`src/pep_pkg.sv`:
```
// Shared types and constants for the postfix expression evaluator.
package pep_pkg;

    // Character codes recognized in the expression stream
    localparam logic [7:0] CH_ZERO  = 8'h30;
    localparam logic [7:0] CH_NINE  = 8'h39;
    localparam logic [7:0] CH_PLUS  = 8'h2B;
    localparam logic [7:0] CH_MINUS = 8'h2D;
    localparam logic [7:0] CH_STAR  = 8'h2A;
    localparam logic [7:0] CH_SLASH = 8'h2F;
    localparam logic [7:0] CH_CARET = 8'h5E;

    localparam int VALUE_W  = 32;
    localparam int STATUS_W = 3;

    typedef enum logic [STATUS_W-1:0] {
        ST_OK        = 3'd0,
        ST_UNDERFLOW = 3'd1,
        ST_DIVZERO   = 3'd2,
        ST_BADCHAR   = 3'd3,
        ST_EMPTY     = 3'd4,
        ST_EXTRA     = 3'd5,
        ST_OVERFLOW  = 3'd6
    } status_t;

    typedef enum logic [0:0] {
        ALU_MUL = 1'b0,
        ALU_DIV = 1'b1
    } alu_op_t;

    typedef struct packed {
        logic    start;
        alu_op_t op;
    } alu_cmd_t;

    typedef struct packed {
        logic busy;
        logic done;
    } alu_stat_t;

    typedef struct packed {
        logic push;     // push a new top, spill old top to memory
        logic replace;  // pop two, push one: count down, new top
        logic clear;    // drop the whole stack
        logic rd;       // fetch the entry under the top
    } stk_cmd_t;

endpackage

```
`src/pep_if.sv`:
```
// Valid/ready channel interfaces for expression characters and results.
interface pep_in_if;
    logic       valid;
    logic       ready;
    logic [7:0] char_code;
    logic       last_char;

    modport source (output valid, output char_code, output last_char, input ready);
    modport sink   (input valid, input char_code, input last_char, output ready);
endinterface

interface pep_out_if;
    logic                                  valid;
    logic                                  ready;
    logic signed [pep_pkg::VALUE_W-1:0]    value;
    logic        [pep_pkg::STATUS_W-1:0]   status;

    modport source (output valid, output value, output status, input ready);
    modport sink   (input valid, input value, input status, output ready);
endinterface

```
`src/pep_stack.sv`:
```
// Operand stack: top held in a register, deeper entries in a memory.
module pep_stack #(
    parameter int STACK_DEPTH = 64,
    parameter int DATA_WIDTH  = 32
) (
    input  logic                                 clk,
    input  logic                                 rst_n,
    input  pep_pkg::stk_cmd_t                    cmd,
    input  logic [DATA_WIDTH-1:0]                push_data,
    input  logic [DATA_WIDTH-1:0]                wr_data,
    output logic [DATA_WIDTH-1:0]                tos,
    output logic [DATA_WIDTH-1:0]                rd_data,
    output logic [$clog2(STACK_DEPTH+1)-1:0]     count
);
    localparam int CW = $clog2(STACK_DEPTH + 1);
    localparam int AW = $clog2(STACK_DEPTH);

    logic [DATA_WIDTH-1:0] mem [STACK_DEPTH];
    logic [DATA_WIDTH-1:0] tos_reg;
    logic [DATA_WIDTH-1:0] rd_data_reg;
    logic [CW-1:0]         count_reg;
    logic [CW-1:0]         count_next;
    logic [CW-1:0]         cm1;
    logic [CW-1:0]         cm2;

    assign cm1 = count_reg - CW'(1);
    assign cm2 = count_reg - CW'(2);

    always_comb
    begin
        count_next = count_reg;
        if (cmd.clear)
        begin
            count_next = '0;
        end
        else if (cmd.push)
        begin
            count_next = count_reg + CW'(1);
        end
        else if (cmd.replace)
        begin
            count_next = cm1;
        end
    end

    always_ff @(posedge clk or negedge rst_n)
    begin
        if (!rst_n)
        begin
            count_reg <= '0;
        end
        else
        begin
            count_reg <= count_next;
        end
    end

    // Spill the old top on push; fetch the second entry on request
    always_ff @(posedge clk)
    begin
        if (cmd.push && (count_reg != '0))
        begin
            mem[cm1[AW-1:0]] <= tos_reg;
        end
        if (cmd.rd)
        begin
            rd_data_reg <= mem[cm2[AW-1:0]];
        end
    end

    always_ff @(posedge clk)
    begin
        if (cmd.push)
        begin
            tos_reg <= push_data;
        end
        else if (cmd.replace)
        begin
            tos_reg <= wr_data;
        end
    end

    assign tos     = tos_reg;
    assign rd_data = rd_data_reg;
    assign count   = count_reg;

endmodule

```
`src/pep_alu.sv`:
```
// Shared bit-serial unit: shift-add multiply and restoring signed divide.
module pep_alu #(
    parameter int DATA_WIDTH = 32
) (
    input  logic                  clk,
    input  logic                  rst_n,
    input  pep_pkg::alu_cmd_t     cmd,
    input  logic [DATA_WIDTH-1:0] op_a,
    input  logic [DATA_WIDTH-1:0] op_b,
    output logic [DATA_WIDTH-1:0] res,
    output pep_pkg::alu_stat_t    stat
);
    localparam int W   = DATA_WIDTH;
    localparam int CNW = $clog2(W + 1);

    logic             busy_reg;
    logic             done_reg;
    logic [CNW-1:0]   cnt_reg;
    pep_pkg::alu_op_t op_reg;
    logic             neg_reg;
    logic [W-1:0]     x_reg;
    logic [W-1:0]     y_reg;
    logic [W:0]       acc_reg;

    logic [W-1:0]     abs_a;
    logic [W-1:0]     abs_b;
    logic [W:0]       rem_sh;
    logic [W:0]       rem_sub;
    logic             rem_ge;

    assign abs_a   = op_a[W-1] ? (W'(0) - op_a) : op_a;
    assign abs_b   = op_b[W-1] ? (W'(0) - op_b) : op_b;
    assign rem_sh  = {acc_reg[W-1:0], x_reg[W-1]};
    assign rem_sub = rem_sh - {1'b0, y_reg};
    assign rem_ge  = (rem_sh >= {1'b0, y_reg});

    always_ff @(posedge clk or negedge rst_n)
    begin
        if (!rst_n)
        begin
            busy_reg <= 1'b0;
            done_reg <= 1'b0;
            cnt_reg  <= '0;
        end
        else
        begin
            done_reg <= 1'b0;
            if (cmd.start)
            begin
                busy_reg <= 1'b1;
                cnt_reg  <= CNW'(W);
            end
            else if (busy_reg)
            begin
                cnt_reg <= cnt_reg - CNW'(1);
                if (cnt_reg == CNW'(1))
                begin
                    busy_reg <= 1'b0;
                    done_reg <= 1'b1;
                end
            end
        end
    end

    always_ff @(posedge clk)
    begin
        if (cmd.start)
        begin
            op_reg  <= cmd.op;
            neg_reg <= op_a[W-1] ^ op_b[W-1];
            acc_reg <= '0;
            if (cmd.op == pep_pkg::ALU_DIV)
            begin
                x_reg <= abs_a;
                y_reg <= abs_b;
            end
            else
            begin
                x_reg <= op_a;
                y_reg <= op_b;
            end
        end
        else if (busy_reg)
        begin
            if (op_reg == pep_pkg::ALU_DIV)
            begin
                // Shift in the next dividend bit, subtract when it fits
                acc_reg <= rem_ge ? rem_sub : rem_sh;
                x_reg   <= {x_reg[W-2:0], rem_ge};
            end
            else
            begin
                if (y_reg[0])
                begin
                    acc_reg <= {1'b0, acc_reg[W-1:0] + x_reg};
                end
                x_reg <= {x_reg[W-2:0], 1'b0};
                y_reg <= {1'b0, y_reg[W-1:1]};
            end
        end
    end

    always_comb
    begin
        if (op_reg == pep_pkg::ALU_DIV)
        begin
            res = neg_reg ? (W'(0) - x_reg) : x_reg;
        end
        else
        begin
            res = acc_reg[W-1:0];
        end
    end

    assign stat.busy = busy_reg;
    assign stat.done = done_reg;

endmodule

```
`src/postfix_expression_evaluator.sv`:
```
// Top level: postfix expression evaluator with operand stack and shared arithmetic unit.
//
//  channel | dir | payload                         | transfer
//  --------+-----+---------------------------------+-------------------------
//  expr    | in  | char_code[7:0], last_char       | valid & ready at clk edge
//  result  | out | value[31:0] signed, status[2:0] | valid & ready at clk edge
//
// Per item: a digit is pushed straight from decode; + and - go through the
// operand fetch; * and / use the shared multiply/divide unit (one bit per cycle);
// ^ needs up to one multiply and one squaring per exponent bit in that unit.
// The end mark adds a final check of the stack. Reset (rst_n, asynchronous)
// empties the stack and clears the error flag. A finished result waits in the
// output register; input is taken only when idle, so it also stalls while a second result waits.
module postfix_expression_evaluator #(
    parameter int STACK_DEPTH = 64,
    parameter int DATA_WIDTH  = 32
) (
    input  logic             clk,
    input  logic             rst_n,
    pep_in_if.sink           expr,
    pep_out_if.source        result
);
    localparam int W  = DATA_WIDTH;
    localparam int CW = $clog2(STACK_DEPTH + 1);

    // Sequencer states, one-hot
    typedef enum logic [8:0] {
        S_IDLE   = 9'b000000001,
        S_DECODE = 9'b000000010,
        S_READ   = 9'b000000100,
        S_ALU    = 9'b000001000,
        S_POW    = 9'b000010000,
        S_PWR    = 9'b000100000,
        S_PWB    = 9'b001000000,
        S_END    = 9'b010000000,
        S_EMIT   = 9'b100000000
    } state_t;

    state_t                       state_reg, state_next;
    logic [7:0]                   char_reg, char_next;
    logic                         last_reg, last_next;
    logic                         skip_reg, skip_next;
    logic [W-1:0]                 pr_reg, pr_next;    // power: running result
    logic [W-1:0]                 pb_reg, pb_next;    // power: running base
    logic [W-1:0]                 pe_reg, pe_next;    // power: remaining exponent
    logic [pep_pkg::VALUE_W-1:0]  pend_val_reg, pend_val_next;
    pep_pkg::status_t             pend_st_reg, pend_st_next;
    logic                         out_valid_reg, out_valid_next;
    logic [pep_pkg::VALUE_W-1:0]  out_val_reg, out_val_next;
    pep_pkg::status_t             out_st_reg, out_st_next;

    pep_pkg::stk_cmd_t            stk_cmd;
    logic [W-1:0]                 stk_push_data;
    logic [W-1:0]                 stk_wr_data;
    logic [W-1:0]                 stk_tos;
    logic [W-1:0]                 stk_rd_data;
    logic [CW-1:0]                stk_count;

    pep_pkg::alu_cmd_t            alu_cmd;
    logic [W-1:0]                 alu_a;
    logic [W-1:0]                 alu_b;
    logic [W-1:0]                 alu_res;
    pep_pkg::alu_stat_t           alu_stat;

    logic                         in_fire;
    logic                         is_digit;
    logic                         is_op;
    logic                         commit_en;
    logic [W-1:0]                 commit_val;
    logic [W-1:0]                 pow_neg_val;
    logic signed [63:0]           tos_ext;

    pep_stack #(
        .STACK_DEPTH (STACK_DEPTH),
        .DATA_WIDTH  (DATA_WIDTH)
    ) u_stack (
        .clk       (clk),
        .rst_n     (rst_n),
        .cmd       (stk_cmd),
        .push_data (stk_push_data),
        .wr_data   (stk_wr_data),
        .tos       (stk_tos),
        .rd_data   (stk_rd_data),
        .count     (stk_count)
    );

    pep_alu #(
        .DATA_WIDTH (DATA_WIDTH)
    ) u_alu (
        .clk   (clk),
        .rst_n (rst_n),
        .cmd   (alu_cmd),
        .op_a  (alu_a),
        .op_b  (alu_b),
        .res   (alu_res),
        .stat  (alu_stat)
    );

    assign expr.ready = (state_reg == S_IDLE);
    assign in_fire    = expr.valid && expr.ready;

    assign is_digit = (char_reg >= pep_pkg::CH_ZERO) && (char_reg <= pep_pkg::CH_NINE);
    assign is_op    = (char_reg == pep_pkg::CH_PLUS)  || (char_reg == pep_pkg::CH_MINUS) ||
                      (char_reg == pep_pkg::CH_STAR)  || (char_reg == pep_pkg::CH_SLASH) ||
                      (char_reg == pep_pkg::CH_CARET);

    // Digit value, zero-extended to the data width
    assign stk_push_data = {{(W-4){1'b0}}, 4'(char_reg - pep_pkg::CH_ZERO)};
    assign stk_wr_data   = commit_val;

    // Final value: sign-extend the stack word, keep the low 32 bits
    assign tos_ext = 64'(signed'(stk_tos));

    // Negative exponent: 1 for base 1, +/-1 for base -1 by parity, else 0
    always_comb
    begin
        if (stk_rd_data == W'(1))
        begin
            pow_neg_val = W'(1);
        end
        else if (stk_rd_data == {W{1'b1}})
        begin
            pow_neg_val = stk_tos[0] ? {W{1'b1}} : W'(1);
        end
        else
        begin
            pow_neg_val = '0;
        end
    end

    always_comb
    begin
        state_next     = state_reg;
        char_next      = char_reg;
        last_next      = last_reg;
        skip_next      = skip_reg;
        pr_next        = pr_reg;
        pb_next        = pb_reg;
        pe_next        = pe_reg;
        pend_val_next  = pend_val_reg;
        pend_st_next   = pend_st_reg;
        out_val_next   = out_val_reg;
        out_st_next    = out_st_reg;
        out_valid_next = out_valid_reg && !result.ready;
        stk_cmd        = '0;
        alu_cmd.start  = 1'b0;
        alu_cmd.op     = pep_pkg::ALU_MUL;
        alu_a          = stk_rd_data;
        alu_b          = stk_tos;
        commit_en      = 1'b0;
        commit_val     = '0;

        case (state_reg)
            S_IDLE:
            begin
                if (in_fire)
                begin
                    char_next = expr.char_code;
                    last_next = expr.last_char;
                    if (skip_reg)
                    begin
                        // Drop characters after an error; end mark restarts
                        if (expr.last_char)
                        begin
                            skip_next     = 1'b0;
                            stk_cmd.clear = 1'b1;
                        end
                    end
                    else
                    begin
                        state_next = S_DECODE;
                    end
                end
            end

            S_DECODE:
            begin
                pend_val_next = '0;
                if (is_digit && (stk_count != CW'(STACK_DEPTH)))
                begin
                    stk_cmd.push = 1'b1;
                    state_next   = last_reg ? S_END : S_IDLE;
                end
                else if (is_op && (stk_count >= CW'(2)))
                begin
                    stk_cmd.rd = 1'b1;
                    state_next = S_READ;
                end
                else
                begin
                    if (is_digit)
                    begin
                        pend_st_next = pep_pkg::ST_OVERFLOW;
                    end
                    else if (!is_op)
                    begin
                        pend_st_next = pep_pkg::ST_BADCHAR;
                    end
                    else
                    begin
                        pend_st_next = pep_pkg::ST_UNDERFLOW;
                    end
                    if (last_reg)
                    begin
                        stk_cmd.clear = 1'b1;
                    end
                    else
                    begin
                        skip_next = 1'b1;
                    end
                    state_next = S_EMIT;
                end
            end

            S_READ:
            begin
                // a is the second entry, b the top
                case (char_reg)
                    pep_pkg::CH_PLUS:
                    begin
                        commit_en  = 1'b1;
                        commit_val = stk_rd_data + stk_tos;
                    end
                    pep_pkg::CH_MINUS:
                    begin
                        commit_en  = 1'b1;
                        commit_val = stk_rd_data - stk_tos;
                    end
                    pep_pkg::CH_STAR:
                    begin
                        alu_cmd.start = 1'b1;
                        alu_cmd.op    = pep_pkg::ALU_MUL;
                        state_next    = S_ALU;
                    end
                    pep_pkg::CH_SLASH:
                    begin
                        if (stk_tos == '0)
                        begin
                            pend_val_next = '0;
                            pend_st_next  = pep_pkg::ST_DIVZERO;
                            if (last_reg)
                            begin
                                stk_cmd.clear = 1'b1;
                            end
                            else
                            begin
                                skip_next = 1'b1;
                            end
                            state_next = S_EMIT;
                        end
                        else
                        begin
                            alu_cmd.start = 1'b1;
                            alu_cmd.op    = pep_pkg::ALU_DIV;
                            state_next    = S_ALU;
                        end
                    end
                    pep_pkg::CH_CARET:
                    begin
                        if (stk_tos[W-1])
                        begin
                            commit_en  = 1'b1;
                            commit_val = pow_neg_val;
                        end
                        else
                        begin
                            pr_next    = W'(1);
                            pb_next    = stk_rd_data;
                            pe_next    = stk_tos;
                            state_next = S_POW;
                        end
                    end
                    default:
                    begin
                        state_next = S_IDLE;
                    end
                endcase
            end

            S_ALU:
            begin
                if (alu_stat.done)
                begin
                    commit_en  = 1'b1;
                    commit_val = alu_res;
                end
            end

            S_POW:
            begin
                alu_cmd.op = pep_pkg::ALU_MUL;
                if (pe_reg == '0)
                begin
                    commit_en  = 1'b1;
                    commit_val = pr_reg;
                end
                else if (pe_reg[0])
                begin
                    // Fold the base into the result for this exponent bit
                    alu_cmd.start = 1'b1;
                    alu_a         = pr_reg;
                    alu_b         = pb_reg;
                    state_next    = S_PWR;
                end
                else
                begin
                    // Advance to the next exponent bit and square the base
                    alu_cmd.start = 1'b1;
                    alu_a         = pb_reg;
                    alu_b         = pb_reg;
                    pe_next       = {1'b0, pe_reg[W-1:1]};
                    state_next    = S_PWB;
                end
            end

            S_PWR:
            begin
                if (alu_stat.done)
                begin
                    pr_next    = alu_res;
                    pe_next    = {pe_reg[W-1:1], 1'b0};
                    state_next = S_POW;
                end
            end

            S_PWB:
            begin
                if (alu_stat.done)
                begin
                    pb_next    = alu_res;
                    state_next = S_POW;
                end
            end

            S_END:
            begin
                if (stk_count == '0)
                begin
                    pend_val_next = '0;
                    pend_st_next  = pep_pkg::ST_EMPTY;
                end
                else if (stk_count > CW'(1))
                begin
                    pend_val_next = '0;
                    pend_st_next  = pep_pkg::ST_EXTRA;
                end
                else
                begin
                    pend_val_next = tos_ext[pep_pkg::VALUE_W-1:0];
                    pend_st_next  = pep_pkg::ST_OK;
                end
                stk_cmd.clear = 1'b1;
                state_next    = S_EMIT;
            end

            S_EMIT:
            begin
                // Hold until the output register is free
                if (!out_valid_reg || result.ready)
                begin
                    out_valid_next = 1'b1;
                    out_val_next   = pend_val_reg;
                    out_st_next    = pend_st_reg;
                    state_next     = S_IDLE;
                end
            end

            default:
            begin
                state_next = S_IDLE;
            end
        endcase

        if (commit_en)
        begin
            stk_cmd.replace = 1'b1;
            state_next      = last_reg ? S_END : S_IDLE;
        end
    end

    always_ff @(posedge clk or negedge rst_n)
    begin
        if (!rst_n)
        begin
            state_reg     <= S_IDLE;
            skip_reg      <= 1'b0;
            out_valid_reg <= 1'b0;
        end
        else
        begin
            state_reg     <= state_next;
            skip_reg      <= skip_next;
            out_valid_reg <= out_valid_next;
        end
    end

    always_ff @(posedge clk)
    begin
        char_reg     <= char_next;
        last_reg     <= last_next;
        pr_reg       <= pr_next;
        pb_reg       <= pb_next;
        pe_reg       <= pe_next;
        pend_val_reg <= pend_val_next;
        pend_st_reg  <= pend_st_next;
        out_val_reg  <= out_val_next;
        out_st_reg   <= out_st_next;
    end

    assign result.valid  = out_valid_reg;
    assign result.value  = signed'(out_val_reg);
    assign result.status = out_st_reg;

    // Stack fill never passes its depth
    a_count_bound: assert property (@(posedge clk) disable iff (!rst_n)
        stk_count <= CW'(STACK_DEPTH))
        else $error("operand stack count exceeds depth");

    // An operator reaches the operand fetch only with two values stored
    a_read_two: assert property (@(posedge clk) disable iff (!rst_n)
        (state_reg == S_READ) |-> (stk_count >= CW'(2)))
        else $error("operator fetch with fewer than two operands");

    // While waiting on the shared unit, it is running or just finished
    a_alu_wait: assert property (@(posedge clk) disable iff (!rst_n)
        ((state_reg == S_ALU) || (state_reg == S_PWR) || (state_reg == S_PWB))
            |-> (alu_stat.busy || alu_stat.done))
        else $error("sequencer waits on an idle arithmetic unit");

    // A new result is loaded only into a free or draining output register
    a_emit_slot: assert property (@(posedge clk) disable iff (!rst_n)
        ((state_reg == S_EMIT) && out_valid_reg && !result.ready) |=> (state_reg == S_EMIT))
        else $error("result overwritten while output still held");

endmodule

```
`src/flat_wrapper.sv`:
```
// flat-port wrapper written by rule: the top's interface ports become plain ports
module postfix_expression_evaluator_flat 
#(
    parameter int STACK_DEPTH = 64,
    parameter int DATA_WIDTH  = 32
)
  (clk, rst_n, expr_valid, expr_char_code, expr_last_char, expr_ready, result_valid, result_value, result_status, result_ready);
  pep_in_if expr_i ();
  pep_out_if result_i ();
  input  logic clk;
  input  logic rst_n;
  input wire logic [$bits(expr_i.valid)-1:0] expr_valid;
  input wire logic [$bits(expr_i.char_code)-1:0] expr_char_code;
  input wire logic [$bits(expr_i.last_char)-1:0] expr_last_char;
  output wire logic [$bits(expr_i.ready)-1:0] expr_ready;
  output wire logic [$bits(result_i.valid)-1:0] result_valid;
  output wire logic [$bits(result_i.value)-1:0] result_value;
  output wire logic [$bits(result_i.status)-1:0] result_status;
  input wire logic [$bits(result_i.ready)-1:0] result_ready;
  assign expr_i.valid = expr_valid;
  assign expr_i.char_code = expr_char_code;
  assign expr_i.last_char = expr_last_char;
  assign expr_ready = expr_i.ready;
  assign result_valid = result_i.valid;
  assign result_value = result_i.value;
  assign result_status = result_i.status;
  assign result_i.ready = result_ready;
  postfix_expression_evaluator #(.STACK_DEPTH(STACK_DEPTH), .DATA_WIDTH(DATA_WIDTH)) u_core (.clk(clk), .rst_n(rst_n), .expr(expr_i), .result(result_i));
endmodule
```
`config.mk`:
```
export PLATFORM = sky130hd
export DESIGN_NAME = postfix_expression_evaluator_flat
export DESIGN_NICKNAME = d
export VERILOG_FILES = /design/src/pep_pkg.sv /design/src/pep_if.sv /design/src/pep_stack.sv /design/src/pep_alu.sv /design/src/postfix_expression_evaluator.sv /design/src/flat_wrapper.sv
export SDC_FILE = /design/constraint.sdc
export NUM_CORES = 2
export LEC_CHECK = 0
export BUFFER_PORTS_ARGS = -buffer_cell sky130_fd_sc_hd__buf_2
export CAP_MARGIN = 20
export CORE_UTILIZATION = 58
export DETAILED_ROUTE_END_ITERATION = 10
export GPL_TIMING_DRIVEN = 1
export PLACE_DENSITY = 0.72
export SLEW_MARGIN = 10
export SYNTH_ARGS = -nofsm -noshare
export SYNTH_HDL_FRONTEND = slang
export SYNTH_SLANG_ARGS = --single-unit
```
`constraint.sdc`:
```
create_clock -name clk -period 12.3 [get_ports clk]
set_input_delay 1.23 -clock clk [delete_from_list [all_inputs] [get_ports clk]]
set_output_delay 1.23 -clock clk [all_outputs]
set_load 0.1 [all_outputs]
```
==> results.txt <==
Number of antenna violations at the first check in global routing: 20
Crit path launch: u_core.char_reg[6]$_DFFE_PP_
Max FFs per register: 2048
Slew at the pin with the worst max-slew slack: 1276 ps
Hold Buf Count CTS: 0
DIE AREA: 178400 sq um
Max-slew violation count: 0
Clock transition at the registers of the reported paths: 60 ps
Critical Path Start Type: flip-flop
Crit share post-route: 0.4419
Post-synthesis simple-gate area fraction: 0.04620
Met1 Usage GRT: 0.4311
Largest family of logic cells by synthesized area: multiplexers
Reg area: 71680 sq um
RR Endpoint: u_core.u_stack.tos[31]$_SDFFE_PP0P_
Ys flop type: edfxtp_1
Syn_nets: 5851
Met2 usage: 0.4621
Distinct cells, synth: 97
Synth Area in Compound Gates: 0.05058
Num CTS Buffers: 227
RSZ-0062 raised after global routing: false
Synth async-reset ratio: 0.01079
Worst setup path class: flip-flop to flip-flop
Flops & latches, synth: 2410
Post-synthesis sequential area ratio: 0.6990
Post-CTS Resized: 0
Area share of fa/ha/maj cells after synthesis: 0.01377
Endpoints failing hold: 0
Crit Reg-Reg Startpoint: u_core.char_reg[6]$_DFFE_PP_
Post-DP HPWL: 160100 um
Multi-input logic area: 29850 sq um
Leakage power total: 0.03262 uW
Starting Density: 0.5864
Die height: 422.4 um
Max Cap Viol: 0
Worst R2R Setup Slack: 6860 ps
Crit-path max cell delay: 700 ps
Drt total wl: 272600 um
Hold Crit Class: flip-flop to flip-flop
Cells after Synth: 5727
CTS max path bufs: 3
Largest net degree at the start of global routing: 138
Final setup TNS: 0 ps
Layout cell share with drive strength beyond 1: 0.2258
Postcts setup bufs: 0
Non-Filler Instances: 8378
Nature of the critical path endpoint: flip-flop
Ys Warns: 0
Outcome: complete, no violations
Router iterations before antenna repair: 5
Clock latency at the later pin of the worst-skew pair: 890 ps
Relative slew slack: 0.1413
Setup Viol. Count Final: 0
Post-Syn Area: 102500 sq um
Hold endpoint: u_core.result.value[22]$_DFFE_PP_
Vias per cell: 6.820
Peak Freq: 184.0 MHz
Core Area: 174800 sq um
Post-synthesis mux area share: 0.1565
Final min period: 5435 ps
Vias in the first global route: 55.11k
Vias: 57.14k
Antenna viol nets, final: 0
Post-synth EDFFs: 2324
GRT met3 Usage: 0.06875
Aggregate global routing overflow: 0
Clk_skew: 75.43 ps
Initial DRC Count: 8108
Die width: 422.4 um
Gp weighted congestion: 0.9323
Worst r2r path cells: 16
Crit-path cells: nor3b_1 -> and4b_1 -> nand3b_1 -> o21ai_0 -> inv_1 -> ha_1 -> nor2b_1 -> o31a_1 -> o31a_1 -> a41oi_1 -> o31ai_1 -> a21oi_1 -> o21ai_0 -> nor2b_1 -> or4_1 -> o211ai_1
Commonest non-fill, non-tap cells in the layout: 2324 x edfxtp_1, 664 x mux4_2, 278 x nand2_1
Req. time, crit path: 13090 ps
H-tree depth reported by CTS: 4
Power Density: 148.7 nW/um^2
I/O Pins: 50
Synth Area in XOR/XNOR: 0.01863
DR DRC count: 0
GRT Max-Usage Layer: met2
Most common cell after layout, fill and taps aside: edfxtp_1
CP arrival: 6220 ps
Slowest cell on crit path: nand3b_1
FP Rows: 153
Final Net Count: 5972
Hold wc startpoint: u_core.pend_val_reg[22]$_SDFFCE_PP0P_
Layout area overhead: 10.85%
Syn avg cell area: 17.90 sq um
Maximum vdd drop: 0.0001679 V
Post-DR wirelength/cell: 32.54 um
Port Buf Inserts: 49
CTS tree: built
Tot GR Track Use: 0.3056
Hold path cells: 0
Total clock sinks: 2410
Root Buffer: clkbuf_16
Largest fanout on the critical path: 19
Inst Count DP: 7934
First-pass GRT wire length: 389800 um
# fillers: 11.55k
==> metrics by stage <==
step                      hold slack [ps]  utilization  worst slack (ps)  instance area, sq um  total power (uW)
after CTS                           407.7       0.6485              6563                113400             16970
after detailed placement            404.5       0.6077              6549                106200             10320
after global placement              401.9       0.6073              6665                106100             10310
after floorplan                     400.3            -              7079                102500             10020
after global routing                424.3       0.6499              6580                113600             17320
final                               418.5       0.6500              6865                113600             16890
==> worst max-delay path by stage <==
stage                                                 endpoint  slack [ps]  cells past startpoint
after floorplan                                     expr_ready        7080                      2
after global placement    u_core.u_stack.mem[52][16]$_DFFE_PP_        6670                      7
after detailed placement  u_core.u_stack.mem[52][19]$_DFFE_PP_        6550                      7
after CTS                 u_core.u_stack.mem[52][17]$_DFFE_PP_        6560                      7
after global routing      u_core.u_stack.rd_data[30]$_DFFE_PP_        6580                      9
final                      u_core.u_stack.tos[31]$_SDFFE_PP0P_        6860                     16
==> power breakdown <==
| group | switching [uW] | leakage (uW) | internal [uW] |
|---|---|---|---|
| Clock | 3080 | 0.00349 | 3690 |
| Sequential | 56.8 | 0.0195 | 8930 |
| Combinational | 674 | 0.00961 | 463 |
==> critical path, delay by kind of cell (launching register included) <==
family	cells	cell delay, ps
compound gates	8	2420
fa+ha+maj	1	270
buf+inv	1	90
flops	1	420
simple gates	6	2130
==> cell families (layout without fill, tap and decap cells) <==
family,after synthesis,count (layout)
DFF,2410,2410
and+or+nand+nor,986,986
AOI/OAI and AO/OA,840,840
muxes,766,766
buffers and inverters,396,710
xor gates and xnor gates,218,218
adders and majority gates,111,111
other,0,12
==> final cells by class <==
cell class | count | share of cell area
antenna | 12 | 0.0002643
sequential | 2410 | 0.6310
clock buffer | 281 | 0.05223
inverter | 87 | 0.002875
timing repair buffer | 201 | 0.01463
clock inverter | 141 | 0.01063
tap | 2325 | 0.02561
multi-input combinational | 2921 | 0.2628
==> synthesized netlist by cell type (all sizes together) (13+ instances only) <==
library cell,instances,share of area
o21bai,15,0.0011
o21a,20,0.0015
nand4,31,0.0022
buf,97,0.0044
o41ai,13,0.0011
o211ai,23,0.0017
a31oi,27,0.0016
and3,14,0.00085
a21o,33,0.0024
a211oi,19,0.0015
clkbuf,212,0.0078
mux2,35,0.0039
o31ai,30,0.0023
o21ai,288,0.014
nor2b,28,0.0017
inv,87,0.0032
edfxtp,2324,0.68
nor3,67,0.0036
xnor2,107,0.0091
a21oi,232,0.011
mux4,664,0.15
nand2b,25,0.0015
nand3,39,0.0019
o22ai,14,0.00085
dfxtp,60,0.012
mux2i,67,0.0067
nor4,38,0.0027
or4,13,0.00095
nor2,330,0.012
or3,24,0.0015
nand2,278,0.010
ha,108,0.013
a22o,29,0.0025
xor2,111,0.0095
and2,51,0.0031
dfrtp,25,0.0061
==> layer usage <==
metal  vias to the layer above  part of all wire
met1                     29460              0.38
met3                       608              0.11
met2                      3559              0.46
met4                         6             0.049
met5                         -           0.00014
li1                      23510                 -
Note: power is estimated with default switching activity, not from simulation.
